$ cat config.mk
export PLATFORM = sky130hd
export DESIGN_NAME = saturation_tone_mix_audio_core_flat
export DESIGN_NICKNAME = d
export VERILOG_FILES = /design/src/hdl/stma_pkg.sv /design/src/hdl/stma_if.sv /design/src/hdl/saturation_tone_mix_audio_core.sv /design/src/hdl/stma_mul.sv /design/src/hdl/stma_ctrl.sv /design/src/hdl/stma_dp.sv /design/src/flat_wrapper.sv
export SDC_FILE = /design/constraint.sdc
export NUM_CORES = 2
export LEC_CHECK = 0
export BUFFER_PORTS_ARGS = -buffer_cell sky130_fd_sc_hd__buf_2
export CORE_MARGIN = 2
export CORE_UTILIZATION = 55
export DETAILED_ROUTE_END_ITERATION = 8
export HOLD_SLACK_MARGIN = 0.1
export PLACE_DENSITY_LB_ADDON = 0.25
export SETUP_SLACK_MARGIN = 0.02
export SYNTH_ARGS = -nofsm -noshare
export SYNTH_HDL_FRONTEND = slang
export SYNTH_SLANG_ARGS = --single-unit
$ cat constraint.sdc
create_clock -name clk -period 16 [get_ports clk]
set_input_delay 0 -clock clk [delete_from_list [all_inputs] [get_ports clk]]
set_output_delay 0 -clock clk [all_outputs]
set_load 0.02 [all_outputs]
$ cat src/hdl/stma_pkg.sv
// Package for the saturation/tone/mix audio core: widths, fixed-point constants,
// sequencer codes, controller/datapath command types and the lookup tables.
// No dependencies.
package stma_pkg;

  localparam int SAMPLE_BITS   = 24;
  localparam int INTERNAL_BITS = 32;
  localparam int CFG_BITS      = 17;
  localparam int IDX_BITS      = 2;
  localparam int MUL_W         = 36;
  localparam int MUL_CHUNK     = 18;
  localparam int PROD_W        = 2 * MUL_W;

  // register indexes
  localparam logic [IDX_BITS-1:0] REG_DRIVE  = 2'd0;
  localparam logic [IDX_BITS-1:0] REG_TONE   = 2'd1;
  localparam logic [IDX_BITS-1:0] REG_MIX    = 2'd2;
  localparam logic [IDX_BITS-1:0] REG_BYPASS = 2'd3;

  localparam logic [CFG_BITS-1:0] UNITY    = 17'd65536;
  localparam logic [CFG_BITS-1:0] TONE_RST = 17'd32768;

  // Q4.27 constants
  localparam logic [31:0] ONE_Q  = 32'd134217728;
  localparam logic [31:0] HALF_Q = 32'd67108864;
  localparam logic [31:0] THR_Q  = 32'd40265318;   // 0.3
  localparam logic [31:0] LIM_Q  = 32'd127506841;  // 0.95
  localparam logic signed [SAMPLE_BITS-1:0] LIM_OUT = 24'sd7969177;

  localparam logic [31:0] GOLD_Q32 = 32'h9E3779B9;  // 0.618034 in Q0.32
  localparam logic [31:0] RECIP10  = 32'hCCCCCCCD;  // 2^35/10, also 2^36/20
  localparam logic [16:0] LOG2E_Q16 = 17'd94548;

  // sequencer codes: op steps plus idle, branch and output states
  localparam logic [4:0] ST_IDLE = 5'd0;
  localparam logic [4:0] OP_DD   = 5'd1;
  localparam logic [4:0] OP_D3   = 5'd2;
  localparam logic [4:0] OP_H    = 5'd3;
  localparam logic [4:0] OP_T7   = 5'd4;
  localparam logic [4:0] OP_S    = 5'd5;
  localparam logic [4:0] OP_A2   = 5'd6;
  localparam logic [4:0] OP_DENS = 5'd7;
  localparam logic [4:0] ST_BR   = 5'd8;
  localparam logic [4:0] OP_U    = 5'd9;
  localparam logic [4:0] OP_V    = 5'd10;
  localparam logic [4:0] OP_EI   = 5'd11;
  localparam logic [4:0] OP_PH   = 5'd12;
  localparam logic [4:0] OP_SI   = 5'd13;
  localparam logic [4:0] OP_H20  = 5'd14;
  localparam logic [4:0] OP_F1   = 5'd15;
  localparam logic [4:0] OP_F2   = 5'd16;
  localparam logic [4:0] OP_MX   = 5'd17;
  localparam logic [4:0] OP_HG   = 5'd18;
  localparam logic [4:0] ST_OUT  = 5'd19;

  typedef struct packed {
    logic       load;
    logic       start;
    logic       wb;
    logic       emit;
    logic [4:0] op;
  } cmd_t;

  typedef struct packed {
    logic done;
    logic byp;
    logic half;
    logic thr;
  } stat_t;

  // 2^(-k/16), Q16
  function automatic logic [16:0] exp2_tab(input logic [4:0] i);
    logic [16:0] r;
    case (i)
      5'd0:  r = 17'd65536;
      5'd1:  r = 17'd62757;
      5'd2:  r = 17'd60097;
      5'd3:  r = 17'd57549;
      5'd4:  r = 17'd55109;
      5'd5:  r = 17'd52773;
      5'd6:  r = 17'd50535;
      5'd7:  r = 17'd48393;
      5'd8:  r = 17'd46341;
      5'd9:  r = 17'd44376;
      5'd10: r = 17'd42495;
      5'd11: r = 17'd40693;
      5'd12: r = 17'd38968;
      5'd13: r = 17'd37316;
      5'd14: r = 17'd35734;
      5'd15: r = 17'd34219;
      5'd16: r = 17'd32768;
      default: r = 17'd0;
    endcase
    return r;
  endfunction

  // quarter-wave sine, Q16
  function automatic logic [16:0] sin_tab(input logic [4:0] i);
    logic [16:0] r;
    case (i)
      5'd0:  r = 17'd0;
      5'd1:  r = 17'd6424;
      5'd2:  r = 17'd12785;
      5'd3:  r = 17'd19024;
      5'd4:  r = 17'd25080;
      5'd5:  r = 17'd30893;
      5'd6:  r = 17'd36410;
      5'd7:  r = 17'd41576;
      5'd8:  r = 17'd46341;
      5'd9:  r = 17'd50660;
      5'd10: r = 17'd54491;
      5'd11: r = 17'd57798;
      5'd12: r = 17'd60547;
      5'd13: r = 17'd62714;
      5'd14: r = 17'd64277;
      5'd15: r = 17'd65220;
      5'd16: r = 17'd65536;
      default: r = 17'd0;
    endcase
    return r;
  endfunction

  // symmetric saturation to +/-(2^31-1)
  function automatic logic signed [31:0] sat_q(input logic signed [35:0] v);
    logic signed [31:0] r;
    if (v > 36'sd2147483647) r = 32'sd2147483647;
    else if (v < -36'sd2147483647) r = -32'sd2147483647;
    else r = v[31:0];
    return r;
  endfunction

endpackage

$ cat src/hdl/stma_if.sv
// Channel interfaces of the audio core: sample in, sample out, register write.
// Depends on stma_pkg.
interface stma_in_if;
  logic valid;
  logic ready;
  logic signed [stma_pkg::SAMPLE_BITS-1:0] sample_in;
  modport source(output valid, sample_in, input ready);
  modport sink(input valid, sample_in, output ready);
endinterface

interface stma_out_if;
  logic valid;
  logic ready;
  logic signed [stma_pkg::SAMPLE_BITS-1:0] sample_out;
  logic limited;
  modport source(output valid, sample_out, limited, input ready);
  modport sink(input valid, sample_out, limited, output ready);
endinterface

interface stma_cfg_if;
  logic valid;
  logic ready;
  logic [stma_pkg::IDX_BITS-1:0] index;
  logic [stma_pkg::CFG_BITS-1:0] data;
  modport source(output valid, index, data, input ready);
  modport sink(input valid, index, data, output ready);
endinterface

$ cat src/hdl/saturation_tone_mix_audio_core.sv
// One shared 36x18 multiplier computes a chain of 11 products when no saturation
//   or harmonic term applies, up to 17 with both; bypass skips the chain.
// Inputs are taken only while idle; the next is taken while the result waits.
// Reset (rst, synchronous): registers to defaults, tone filters cleared, idle.
module saturation_tone_mix_audio_core (
  input logic       clk,
  input logic       rst,
  stma_in_if.sink   in_ch,
  stma_out_if.source out_ch,
  stma_cfg_if.sink  cfg
);
  stma_pkg::cmd_t  cmd;
  stma_pkg::stat_t st;

  assign cfg.ready = 1'b1;

  stma_ctrl u_ctrl (
    .clk       (clk),
    .rst       (rst),
    .in_valid  (in_ch.valid),
    .in_ready  (in_ch.ready),
    .out_valid (out_ch.valid),
    .out_ready (out_ch.ready),
    .cmd       (cmd),
    .st        (st)
  );

  stma_dp u_dp (
    .clk        (clk),
    .rst        (rst),
    .cfg_valid  (cfg.valid),
    .cfg_index  (cfg.index),
    .cfg_data   (cfg.data),
    .sample_in  (in_ch.sample_in),
    .sample_out (out_ch.sample_out),
    .limited    (out_ch.limited),
    .cmd        (cmd),
    .st         (st)
  );
endmodule

$ cat src/hdl/stma_mul.sv
// Shared unsigned multiplier: 36x36 product formed as two 36x18 partial
// products accumulated in turn. Depends on stma_pkg.
module stma_mul (
  input  logic                          clk,
  input  logic                          rst,
  input  logic                          start,
  input  logic [stma_pkg::MUL_W-1:0]    a_op,
  input  logic [stma_pkg::MUL_W-1:0]    b_op,
  output logic [stma_pkg::PROD_W-1:0]   prod,
  output logic                          done
);
  logic [stma_pkg::MUL_W-1:0] a_r, b_r;
  logic run, cnt;
  logic [stma_pkg::MUL_W+stma_pkg::MUL_CHUNK-1:0] part;
  logic [stma_pkg::PROD_W-1:0] part_sh;

  assign part = a_r * (cnt ? b_r[stma_pkg::MUL_W-1:stma_pkg::MUL_CHUNK]
                           : b_r[stma_pkg::MUL_CHUNK-1:0]);
  assign part_sh = cnt ? {part, {stma_pkg::MUL_CHUNK{1'b0}}}
                       : {{stma_pkg::MUL_CHUNK{1'b0}}, part};

  always_ff @(posedge clk) begin
    if (rst) begin
      run  <= 1'b0;
      cnt  <= 1'b0;
      done <= 1'b0;
    end else begin
      done <= 1'b0;
      if (start) begin
        run <= 1'b1;
        cnt <= 1'b0;
      end else if (run) begin
        if (cnt) begin
          run  <= 1'b0;
          done <= 1'b1;
        end
        cnt <= ~cnt;
      end
    end
  end

  always_ff @(posedge clk) begin
    if (start) begin
      a_r  <= a_op;
      b_r  <= b_op;
      prod <= '0;
    end else if (run) begin
      prod <= prod + part_sh;
    end
  end
endmodule

$ cat src/hdl/stma_ctrl.sv
// Sequencer of the audio core: steps the datapath through its multiply chain
// and owns the input/output handshakes. Depends on stma_pkg.
module stma_ctrl (
  input  logic            clk,
  input  logic            rst,
  input  logic            in_valid,
  output logic            in_ready,
  output logic            out_valid,
  input  logic            out_ready,
  output stma_pkg::cmd_t  cmd,
  input  stma_pkg::stat_t st
);
  logic [4:0] state, state_next;
  logic busy, is_op, accept;

  assign in_ready = (state == stma_pkg::ST_IDLE);
  assign accept   = in_valid & in_ready;
  assign is_op    = (state != stma_pkg::ST_IDLE) && (state != stma_pkg::ST_BR) &&
                    (state != stma_pkg::ST_OUT);

  assign cmd.load  = accept;
  assign cmd.start = is_op & ~busy;
  assign cmd.wb    = is_op & st.done;
  assign cmd.emit  = (state == stma_pkg::ST_OUT) & (~out_valid | out_ready);
  assign cmd.op    = state;

  always_comb begin
    state_next = state;
    case (state)
      stma_pkg::ST_IDLE: if (accept) begin
        state_next = st.byp ? stma_pkg::ST_OUT : stma_pkg::OP_DD;
      end
      stma_pkg::OP_DD:   if (st.done) state_next = stma_pkg::OP_D3;
      stma_pkg::OP_D3:   if (st.done) state_next = stma_pkg::OP_H;
      stma_pkg::OP_H:    if (st.done) state_next = stma_pkg::OP_T7;
      stma_pkg::OP_T7:   if (st.done) state_next = stma_pkg::OP_S;
      stma_pkg::OP_S:    if (st.done) state_next = stma_pkg::OP_A2;
      stma_pkg::OP_A2:   if (st.done) state_next = stma_pkg::OP_DENS;
      stma_pkg::OP_DENS: if (st.done) state_next = stma_pkg::ST_BR;
      stma_pkg::ST_BR: begin
        if (st.half) state_next = stma_pkg::OP_U;
        else if (st.thr) state_next = stma_pkg::OP_PH;
        else state_next = stma_pkg::OP_F1;
      end
      stma_pkg::OP_U:    if (st.done) state_next = stma_pkg::OP_V;
      stma_pkg::OP_V:    if (st.done) state_next = stma_pkg::OP_EI;
      // soft-saturation range always lies inside the harmonic range
      stma_pkg::OP_EI:   if (st.done) state_next = stma_pkg::OP_PH;
      stma_pkg::OP_PH:   if (st.done) state_next = stma_pkg::OP_SI;
      stma_pkg::OP_SI:   if (st.done) state_next = stma_pkg::OP_H20;
      stma_pkg::OP_H20:  if (st.done) state_next = stma_pkg::OP_F1;
      stma_pkg::OP_F1:   if (st.done) state_next = stma_pkg::OP_F2;
      stma_pkg::OP_F2:   if (st.done) state_next = stma_pkg::OP_MX;
      stma_pkg::OP_MX:   if (st.done) state_next = stma_pkg::OP_HG;
      stma_pkg::OP_HG:   if (st.done) state_next = stma_pkg::ST_OUT;
      stma_pkg::ST_OUT:  if (cmd.emit) state_next = stma_pkg::ST_IDLE;
      default:           state_next = stma_pkg::ST_IDLE;
    endcase
  end

  always_ff @(posedge clk) begin
    if (rst) begin
      state     <= stma_pkg::ST_IDLE;
      busy      <= 1'b0;
      out_valid <= 1'b0;
    end else begin
      state <= state_next;
      if (cmd.start) busy <= 1'b1;
      else if (st.done) busy <= 1'b0;
      if (cmd.emit) out_valid <= 1'b1;
      else if (out_ready) out_valid <= 1'b0;
    end
  end
endmodule

$ cat src/hdl/stma_dp.sv
// Datapath of the audio core: config registers, working registers, tone filter
// state, operand selection for the shared multiplier and the output register.
// Depends on stma_pkg and stma_mul.
module stma_dp (
  input  logic                                  clk,
  input  logic                                  rst,
  input  logic                                  cfg_valid,
  input  logic [stma_pkg::IDX_BITS-1:0]         cfg_index,
  input  logic [stma_pkg::CFG_BITS-1:0]         cfg_data,
  input  logic signed [stma_pkg::SAMPLE_BITS-1:0] sample_in,
  output logic signed [stma_pkg::SAMPLE_BITS-1:0] sample_out,
  output logic                                  limited,
  input  stma_pkg::cmd_t                        cmd,
  output stma_pkg::stat_t                       st
);
  logic [16:0] drive, tone, mix;
  logic        bypass;
  logic [16:0] d, tn, c;

  logic signed [23:0] x;
  logic        byp_item;
  logic [31:0] t1, a, dens;
  logic [16:0] d3, hx, t7;
  logic [35:0] u, v;
  logic signed [31:0] w, ht, st1, st2, o;
  logic [26:0] q;
  logic        hneg;
  logic [27:0] sinv;

  logic [35:0] a_op, b_op, prod_sh;
  logic [71:0] prod;
  logic [6:0]  shamt;
  logic        mul_done;
  logic signed [35:0] prod_s;

  assign d  = (drive > stma_pkg::UNITY) ? stma_pkg::UNITY : drive;
  assign tn = (tone  > stma_pkg::UNITY) ? stma_pkg::UNITY : tone;
  assign c  = (mix   > stma_pkg::UNITY) ? stma_pkg::UNITY : mix;

  logic [18:0] g;
  logic [17:0] h;
  logic [19:0] tn7;
  assign g   = 19'(stma_pkg::UNITY) + {d3, 2'b00};
  assign h   = 18'(stma_pkg::UNITY) + 18'(hx);
  assign tn7 = {tn, 3'b000} - 20'(tn);

  logic        xneg, sneg, spos;
  logic [23:0] xmag;
  logic signed [31:0] s_val;
  assign xneg  = x[23];
  assign xmag  = xneg ? 24'(-x) : 24'(x);
  assign sneg  = xneg & (a != 32'd0);
  assign spos  = ~xneg & (a != 32'd0);
  assign s_val = sneg ? -$signed(a) : $signed(a);

  // exp(-u) = 2^-v, v in Q.27: table on the top 4 fraction bits
  logic [3:0]  eidx;
  logic [22:0] erem, ediff;
  logic [16:0] etab0, etab1, edlt;
  logic [27:0] ebase, eval, e_val, k;
  assign eidx  = v[26:23];
  assign erem  = v[22:0];
  assign etab0 = stma_pkg::exp2_tab({1'b0, eidx});
  assign etab1 = stma_pkg::exp2_tab({1'b0, eidx} + 5'd1);
  assign edlt  = etab0 - etab1;
  assign ediff = {edlt[11:0], 11'b0};
  assign ebase = {etab0, 11'b0};
  assign eval  = ebase - prod_sh[27:0];
  assign e_val = (v[35:33] != 3'd0) ? 28'd0 : (eval >> v[32:27]);
  assign k     = stma_pkg::ONE_Q[27:0] - e_val;

  // sin(pi*q), q in [0, 0.5]
  logic [4:0]  sidx;
  logic [21:0] srem;
  logic [16:0] stab0, stab1, sdlt;
  logic [23:0] sdiff;
  logic [27:0] sbase;
  assign sidx  = q[26:22];
  assign srem  = q[21:0];
  assign stab0 = stma_pkg::sin_tab(sidx);
  assign stab1 = stma_pkg::sin_tab(sidx + 5'd1);
  assign sdlt  = stab1 - stab0;
  assign sdiff = {sdlt[12:0], 11'b0};
  assign sbase = {stab0, 11'b0};

  // phase reduction
  logic [27:0] ph, ph_fold;
  assign ph      = prod_sh[27:0];
  assign ph_fold = stma_pkg::ONE_Q[27:0] - {1'b0, ph[26:0]};

  logic signed [31:0] p;
  logic signed [35:0] dif1, dif2, dif3;
  logic [35:0] mag1, mag2, mag3, omag;
  assign p    = stma_pkg::sat_q(36'(w) + 36'(ht));
  assign dif1 = 36'(p) - 36'(st1);
  assign dif2 = 36'(st1) - 36'(st2);
  assign dif3 = 36'(st2) - 36'(s_val);
  assign mag1 = dif1[35] ? 36'(-dif1) : 36'(dif1);
  assign mag2 = dif2[35] ? 36'(-dif2) : 36'(dif2);
  assign mag3 = dif3[35] ? 36'(-dif3) : 36'(dif3);
  assign omag = o[31] ? 36'(-36'(o)) : 36'(o);
  assign prod_s = $signed(prod_sh);

  always_comb begin
    a_op  = '0;
    b_op  = '0;
    shamt = 7'd16;
    case (cmd.op)
      stma_pkg::OP_DD:   begin a_op = 36'(d);    b_op = 36'(d); end
      stma_pkg::OP_D3:   begin a_op = 36'(t1);   b_op = 36'(d); end
      stma_pkg::OP_H:    begin a_op = 36'(d3);   b_op = 36'(tn); shamt = 7'd17; end
      stma_pkg::OP_T7:   begin
        a_op = 36'(tn7); b_op = 36'(stma_pkg::RECIP10); shamt = 7'd35;
      end
      stma_pkg::OP_S:    begin a_op = 36'({xmag, 4'b0}); b_op = 36'(g); end
      stma_pkg::OP_A2:   begin a_op = 36'(a);    b_op = 36'(a); shamt = 7'd27; end
      stma_pkg::OP_DENS: begin
        a_op = 36'(t1); b_op = 36'(stma_pkg::GOLD_Q32); shamt = 7'd32;
      end
      stma_pkg::OP_U:    begin a_op = 36'(a); b_op = 36'({dens, 1'b0}); shamt = 7'd27; end
      stma_pkg::OP_V:    begin a_op = u; b_op = 36'(stma_pkg::LOG2E_Q16); end
      stma_pkg::OP_EI:   begin a_op = 36'(ediff); b_op = 36'(erem); shamt = 7'd23; end
      stma_pkg::OP_PH:   begin a_op = 36'(a); b_op = 36'(dens); shamt = 7'd27; end
      stma_pkg::OP_SI:   begin a_op = 36'(sdiff); b_op = 36'(srem); shamt = 7'd22; end
      stma_pkg::OP_H20:  begin
        a_op = 36'(sinv); b_op = 36'(stma_pkg::RECIP10); shamt = 7'd36;
      end
      stma_pkg::OP_F1:   begin a_op = mag1; b_op = 36'(tn); end
      stma_pkg::OP_F2:   begin a_op = mag2; b_op = 36'(t7); end
      stma_pkg::OP_MX:   begin a_op = mag3; b_op = 36'(c); end
      stma_pkg::OP_HG:   begin a_op = omag; b_op = 36'(h); end
      default:           begin a_op = '0; b_op = '0; end
    endcase
  end

  assign prod_sh = 36'(prod >> shamt);

  stma_mul u_mul (
    .clk   (clk),
    .rst   (rst),
    .start (cmd.start),
    .a_op  (a_op),
    .b_op  (b_op),
    .prod  (prod),
    .done  (mul_done)
  );

  assign st.done = mul_done;
  assign st.byp  = bypass;
  assign st.half = dens > stma_pkg::HALF_Q;
  assign st.thr  = dens > stma_pkg::THR_Q;

  always_ff @(posedge clk) begin
    if (rst) begin
      drive  <= '0;
      tone   <= stma_pkg::TONE_RST;
      mix    <= stma_pkg::UNITY;
      bypass <= 1'b0;
    end else if (cfg_valid) begin
      case (cfg_index)
        stma_pkg::REG_DRIVE:  drive  <= cfg_data;
        stma_pkg::REG_TONE:   tone   <= cfg_data;
        stma_pkg::REG_MIX:    mix    <= cfg_data;
        stma_pkg::REG_BYPASS: bypass <= cfg_data[0];
        default: ;
      endcase
    end
  end

  // tone filter state
  always_ff @(posedge clk) begin
    if (rst) begin
      st1 <= '0;
      st2 <= '0;
    end else if (cmd.wb && cmd.op == stma_pkg::OP_F1) begin
      st1 <= stma_pkg::sat_q(36'(st1) + (dif1[35] ? -prod_s : prod_s));
    end else if (cmd.wb && cmd.op == stma_pkg::OP_F2) begin
      st2 <= stma_pkg::sat_q(36'(st2) + (dif2[35] ? -prod_s : prod_s));
    end
  end

  logic [31:0] om, omc;
  logic        lim_hit;
  logic [23:0] osh;
  assign om      = o[31] ? 32'(-o) : 32'(o);
  assign lim_hit = om > stma_pkg::LIM_Q;
  assign omc     = lim_hit ? stma_pkg::LIM_Q : om;
  assign osh     = omc[27:4];

  always_ff @(posedge clk) begin
    if (cmd.load) begin
      x        <= sample_in;
      byp_item <= bypass;
    end
    if (cmd.emit) begin
      if (byp_item) begin
        sample_out <= x;
        limited    <= 1'b0;
      end else begin
        sample_out <= o[31] ? -$signed(osh) : $signed(osh);
        limited    <= lim_hit;
      end
    end
    if (cmd.wb) begin
      case (cmd.op)
        stma_pkg::OP_DD:   t1 <= prod_sh[31:0];
        stma_pkg::OP_D3:   d3 <= prod_sh[16:0];
        stma_pkg::OP_H:    hx <= prod_sh[16:0];
        stma_pkg::OP_T7:   t7 <= prod_sh[16:0];
        stma_pkg::OP_S:    a  <= (prod_sh > 36'h07FFFFFFF) ? 32'h7FFFFFFF : prod_sh[31:0];
        stma_pkg::OP_A2:   t1 <= prod_sh[31:0];
        stma_pkg::OP_DENS: begin
          dens <= prod_sh[31:0];
          w    <= s_val;
          ht   <= '0;
        end
        stma_pkg::OP_U:    u <= prod_sh;
        stma_pkg::OP_V:    v <= prod_sh;
        stma_pkg::OP_EI:   w <= spos ? $signed({4'b0, k}) : -$signed({4'b0, k});
        stma_pkg::OP_PH:   begin
          hneg <= sneg ^ ph[27];
          q    <= ({1'b0, ph[26:0]} > 28'(stma_pkg::HALF_Q)) ? ph_fold[26:0] : ph[26:0];
        end
        stma_pkg::OP_SI:   sinv <= sidx[4] ? {17'd65536, 11'b0} : sbase + prod_sh[27:0];
        stma_pkg::OP_H20:  ht <= hneg ? -$signed({9'b0, prod_sh[22:0]})
                                      : $signed({9'b0, prod_sh[22:0]});
        stma_pkg::OP_MX:   o <= stma_pkg::sat_q(36'(s_val) + (dif3[35] ? -prod_s : prod_s));
        stma_pkg::OP_HG:   o <= stma_pkg::sat_q(o[31] ? -prod_s : prod_s);
        default: ;
      endcase
    end
  end
endmodule

$ cat src/flat_wrapper.sv
// flat-port wrapper written by rule: the top's interface ports become plain ports
module saturation_tone_mix_audio_core_flat 
  (clk, rst, in_ch_valid, in_ch_sample_in, in_ch_ready, out_ch_valid, out_ch_sample_out, out_ch_limited, out_ch_ready, cfg_valid, cfg_index, cfg_data, cfg_ready);
  stma_in_if in_ch_i ();
  stma_out_if out_ch_i ();
  stma_cfg_if cfg_i ();
  input logic clk;
  input logic rst;
  input wire logic [$bits(in_ch_i.valid)-1:0] in_ch_valid;
  input wire logic [$bits(in_ch_i.sample_in)-1:0] in_ch_sample_in;
  output wire logic [$bits(in_ch_i.ready)-1:0] in_ch_ready;
  output wire logic [$bits(out_ch_i.valid)-1:0] out_ch_valid;
  output wire logic [$bits(out_ch_i.sample_out)-1:0] out_ch_sample_out;
  output wire logic [$bits(out_ch_i.limited)-1:0] out_ch_limited;
  input wire logic [$bits(out_ch_i.ready)-1:0] out_ch_ready;
  input wire logic [$bits(cfg_i.valid)-1:0] cfg_valid;
  input wire logic [$bits(cfg_i.index)-1:0] cfg_index;
  input wire logic [$bits(cfg_i.data)-1:0] cfg_data;
  output wire logic [$bits(cfg_i.ready)-1:0] cfg_ready;
  assign in_ch_i.valid = in_ch_valid;
  assign in_ch_i.sample_in = in_ch_sample_in;
  assign in_ch_ready = in_ch_i.ready;
  assign out_ch_valid = out_ch_i.valid;
  assign out_ch_sample_out = out_ch_i.sample_out;
  assign out_ch_limited = out_ch_i.limited;
  assign out_ch_i.ready = out_ch_ready;
  assign cfg_i.valid = cfg_valid;
  assign cfg_i.index = cfg_index;
  assign cfg_i.data = cfg_data;
  assign cfg_ready = cfg_i.ready;
  saturation_tone_mix_audio_core u_core (.clk(clk), .rst(rst), .in_ch(in_ch_i), .out_ch(out_ch_i), .cfg(cfg_i));
endmodule
==> flow_summary.json <==
{
  "post_cts_buffers": 0,
  "ys.flop_type": "edfxtp_1",
  "synth_area_mm2": 0.0831,
  "synth_fa_ha_area_share_pct": 21.9,
  "drtIter0Drc": 10700,
  "vias": 79300,
  "overflow": 0,
  "coreArea_mm2": 0.150,
  "hpwlAfterDp_um": 263000,
  "clockBufferDepth": 3,
  "dr.pass1.iters": 7,
  "synth_xor_area_share_pct": 8.14,
  "wirelength_um": 344000,
  "max_stage_delay_ns": 0.66,
  "rsz0062_at_grt": "no",
  "ys_seq_area_share_pct": 23.3,
  "slew_headroom_pct": -16.3,
  "synthArstFlopShare_pct": 0,
  "clock-sinks": 722,
  "grt_util_met1_pct": 53.5,
  "antenna_found_initial": 19,
  "maxCapViolCount": 1,
  "fin_crit_ns": 15.22,
  "root_buffer": "clkbuf_16",
  "violations": "max-capacitance violations, max-slew violations",
  "fin_crit_sh_pct": 95.1,
  "routedWlPerCell_um": 28.5,
  "synthCells": 9915,
  "grt_pass1_vias": 76700,
  "insertion_delay_ns": 0.74,
  "hp-class": "input pin to flip-flop",
  "grt_first_pass_wirelength_um": 501000,
  "muxShareOfSynthArea_pct": 3.10,
  "cts_buffers": 89,
  "ant_nets": 0,
  "cp-end-kind": "flip-flop",
  "cp_max_fo": 30,
  "ys_types": 121,
  "timing.fmax_ghz": 0.0657,
  "synth_top_cell_by_area": "edfxtp_1",
  "synth_compound_area_share_pct": 18.6,
  "finClkSkew_ns": 0.0794,
  "cp-start-kind": "flip-flop",
  "tightestPinTransition_ns": 1.73,
  "slowest_stage": "or4b_2",
  "slew_viol_final": 4,
  "worstPathRequired_ns": 16.43,
  "synth_top_area_share_pct": 17.7,
  "io_pins": 76,
  "synth_fp_nets": 11100,
  "finalHoldViolations": 0,
  "initial_core_util_pct": 55.4,
  "track_usage_pct": 43.8,
  "drive_gt1_share_pct": 7.33,
  "synth_top_family_by_area": "adder cells",
  "grt-busiest-layer": "met2",
  "regToRegSetupSlack_ns": 0.78,
  "gr-usage-met3_pct": 10.9,
  "met2_usage_pct": 66.7,
  "fp-row-count": 142,
  "crit_type": "flip-flop to flip-flop",
  "h-tree-depth": 3,
  "ys_warn_count": 0,
  "fp.dieH_um": 393,
  "status": "complete, but fails checks",
  "area_growth_syn_to_layout_pct": 8.98,
  "gp_congestion": 1.07,
  "grt_max_degree": 101,
  "worstPathArrival_ns": 15.64,
  "clkTransAtPathRegs_ns": 0.07,
  "port_buffers": 74,
  "finalSetupViolCount": 0,
  "avgViaCountPerCell": 6.58,
  "synth-simple-area-share_pct": 18.4,
  "synth.area.top_cells": "edfxtp_1 18%, fa_1 13%, ha_1 8.2%",
  "cts_tree": "done",
  "yosys_register_bits": 722,
  "nNetsFinal": 11100,
  "setup_tns_ns": 0,
  "drc": 0,
  "synth-edff-count": 490,
  "fp.dieArea_mm2": 0.154,
  "cpMostUsedCell": "or3_1",
  "die_x_um": 393,
  "syn_avg_cell_area_um2": 8.38
}
[path summary, 6_finish.rpt]
kind,start,end,cells after the start
setup / recovery,u_core.u_dp.a[13]$_SDFFCE_PN1P_,u_core.u_dp.o[5]$_DFFE_PP_,49
hold / removal,cfg_data[13],u_core.u_dp.mix[13]$_SDFFE_PP0P_,4
setup reg to reg,u_core.u_dp.a[13]$_SDFFCE_PN1P_,u_core.u_dp.o[5]$_DFFE_PP_,49
hold reg to reg,u_core.u_dp.tone[9]$_SDFFE_PP0P_,u_core.u_dp.tone[9]$_SDFFE_PP0P_,2
[synthesized netlist by cell type, types with 89 or more instances]
cell         n
xnor2_1    540
nor2b_1    184
buf_1       89
nand3_1    203
xor2_1     233
a21oi_1    714
dfxtp_1    232
nand2b_1   105
clkbuf_1   373
nor3_1     183
fa_1       555
edfxtp_1   490
mux2i_1    178
ha_1       542
a221oi_1    98
o21ai_0    416
nor2_1     722
a211oi_1   140
and2_1     111
inv_1      877
nand2_1   1328
a21o_1     149
[stage by stage]
step                hold slack [ns]  utilization, %  setup slack, ns  std cells  instance area (µm²)
floorplan                    0.0989               -             2.40       9915                83100
global placement              0.178            57.7             1.06      11800                86500
detailed placement            0.178            57.7            0.841      11800                86500
CTS                           0.100            60.4            0.767      12000                90500
global route                  0.144            60.4           0.0431      12000                90600
finish                        0.115            60.4            0.783      12000                90600
[logic make-up (layout without fill, tap and decap cells)]
group | after synthesis | after routing
AO/OA/AOI/OAI | 2346 | 2346
flip-flops | 722 | 722
XOR/XNOR | 773 | 773
adder cells (fa/ha/maj) | 1125 | 1125
AND/OR/NAND/NOR | 3293 | 3293
buffers and inverters | 1414 | 1517
multiplexers | 240 | 240
other | 2 | 14
[final cells by class]
type	instances	area (µm²)
diodes	12	30.0
clock buffers	115	2440
clock inverters	51	659
fillers	13400	59400
inverters	898	3370
multi-input cells	7779	58700
flip-flops and latches	722	19400
well taps	2016	2520
repair buffers	453	3490
[placed cells by master, fill, tap and decap left out, types with 35 or more instances in the layout]
cell type / n
dfxtp_1: 228
ha_1: 542
or4_1: 37
mux2i_1: 171
and2_1: 112
a221oi_1: 97
mux2_2: 52
and3_1: 76
dlygate4sd3_1: 95
o21a_1: 46
buf_4: 282
edfxtp_1: 490
xnor2_1: 538
nand4_1: 65
a21oi_1: 705
o21ai_0: 411
nor2b_1: 180
o211ai_1: 45
buf_2: 73
nand3_1: 203
inv_1: 876
o31ai_1: 65
o21bai_1: 80
a22oi_1: 67
a211oi_1: 138
nor2_1: 714
fa_1: 555
a21o_1: 149
a31oi_1: 57
nor3_1: 181
nand2_1: 1326
nand2b_1: 105
xor2_1: 233
nor4_1: 67
a21boi_0: 35
clkbuf_16: 93
or3_1: 70
or2_2: 35
[state kept, by name (all words and copies together), names as in the netlist, 27 cells and up]
register / flops
u_core.u_dp.u: 36
u_core.u_dp.o: 32
u_core.u_dp.u_mul.prod: 72
u_core.u_dp.u_mul.b_r: 33
u_core.u_dp.t1: 32
u_core.u_dp.ht: 32
u_core.u_dp.q: 27
u_core.u_dp.st1: 32
u_core.u_dp.w: 32
u_core.u_dp.v: 36
u_core.u_dp.st2: 32
u_core.u_dp.a: 32
u_core.u_dp.u_mul.a_r: 36
u_core.u_dp.dens: 32
u_core.u_dp.sinv: 28
[per-layer routing]
metal | up-vias | share of wire [%]
met5 | - | 0.027
met4 | 8 | 9.3
met3 | 1352 | 11
met2 | 5018 | 43
met1 | 38200 | 36
li1 | 34700 | -
[timing repair]
| item | 4_1_cts | 5_1_grt |
|---|---|---|
| resized for setup | 0 | 10 |
| hold buffers | 95 | 0 |
| setup endpoints to repair | 0 | 62 |
| hold endpoints to repair | 152 | 0 |
[worst max-delay path, delay by kind of cell (launching register included)]
family / cells / cell delay (ns)
flops: 1 / 0.47
fa+ha+maj: 2 / 0.61
compound gates: 24 / 5.96
xor+xnor: 3 / 0.68
simple gates: 20 / 7.21
Power is left out: the tool's default activity adds up to more than one toggle a clock period on the data nets, which glitch-free logic cannot reach.
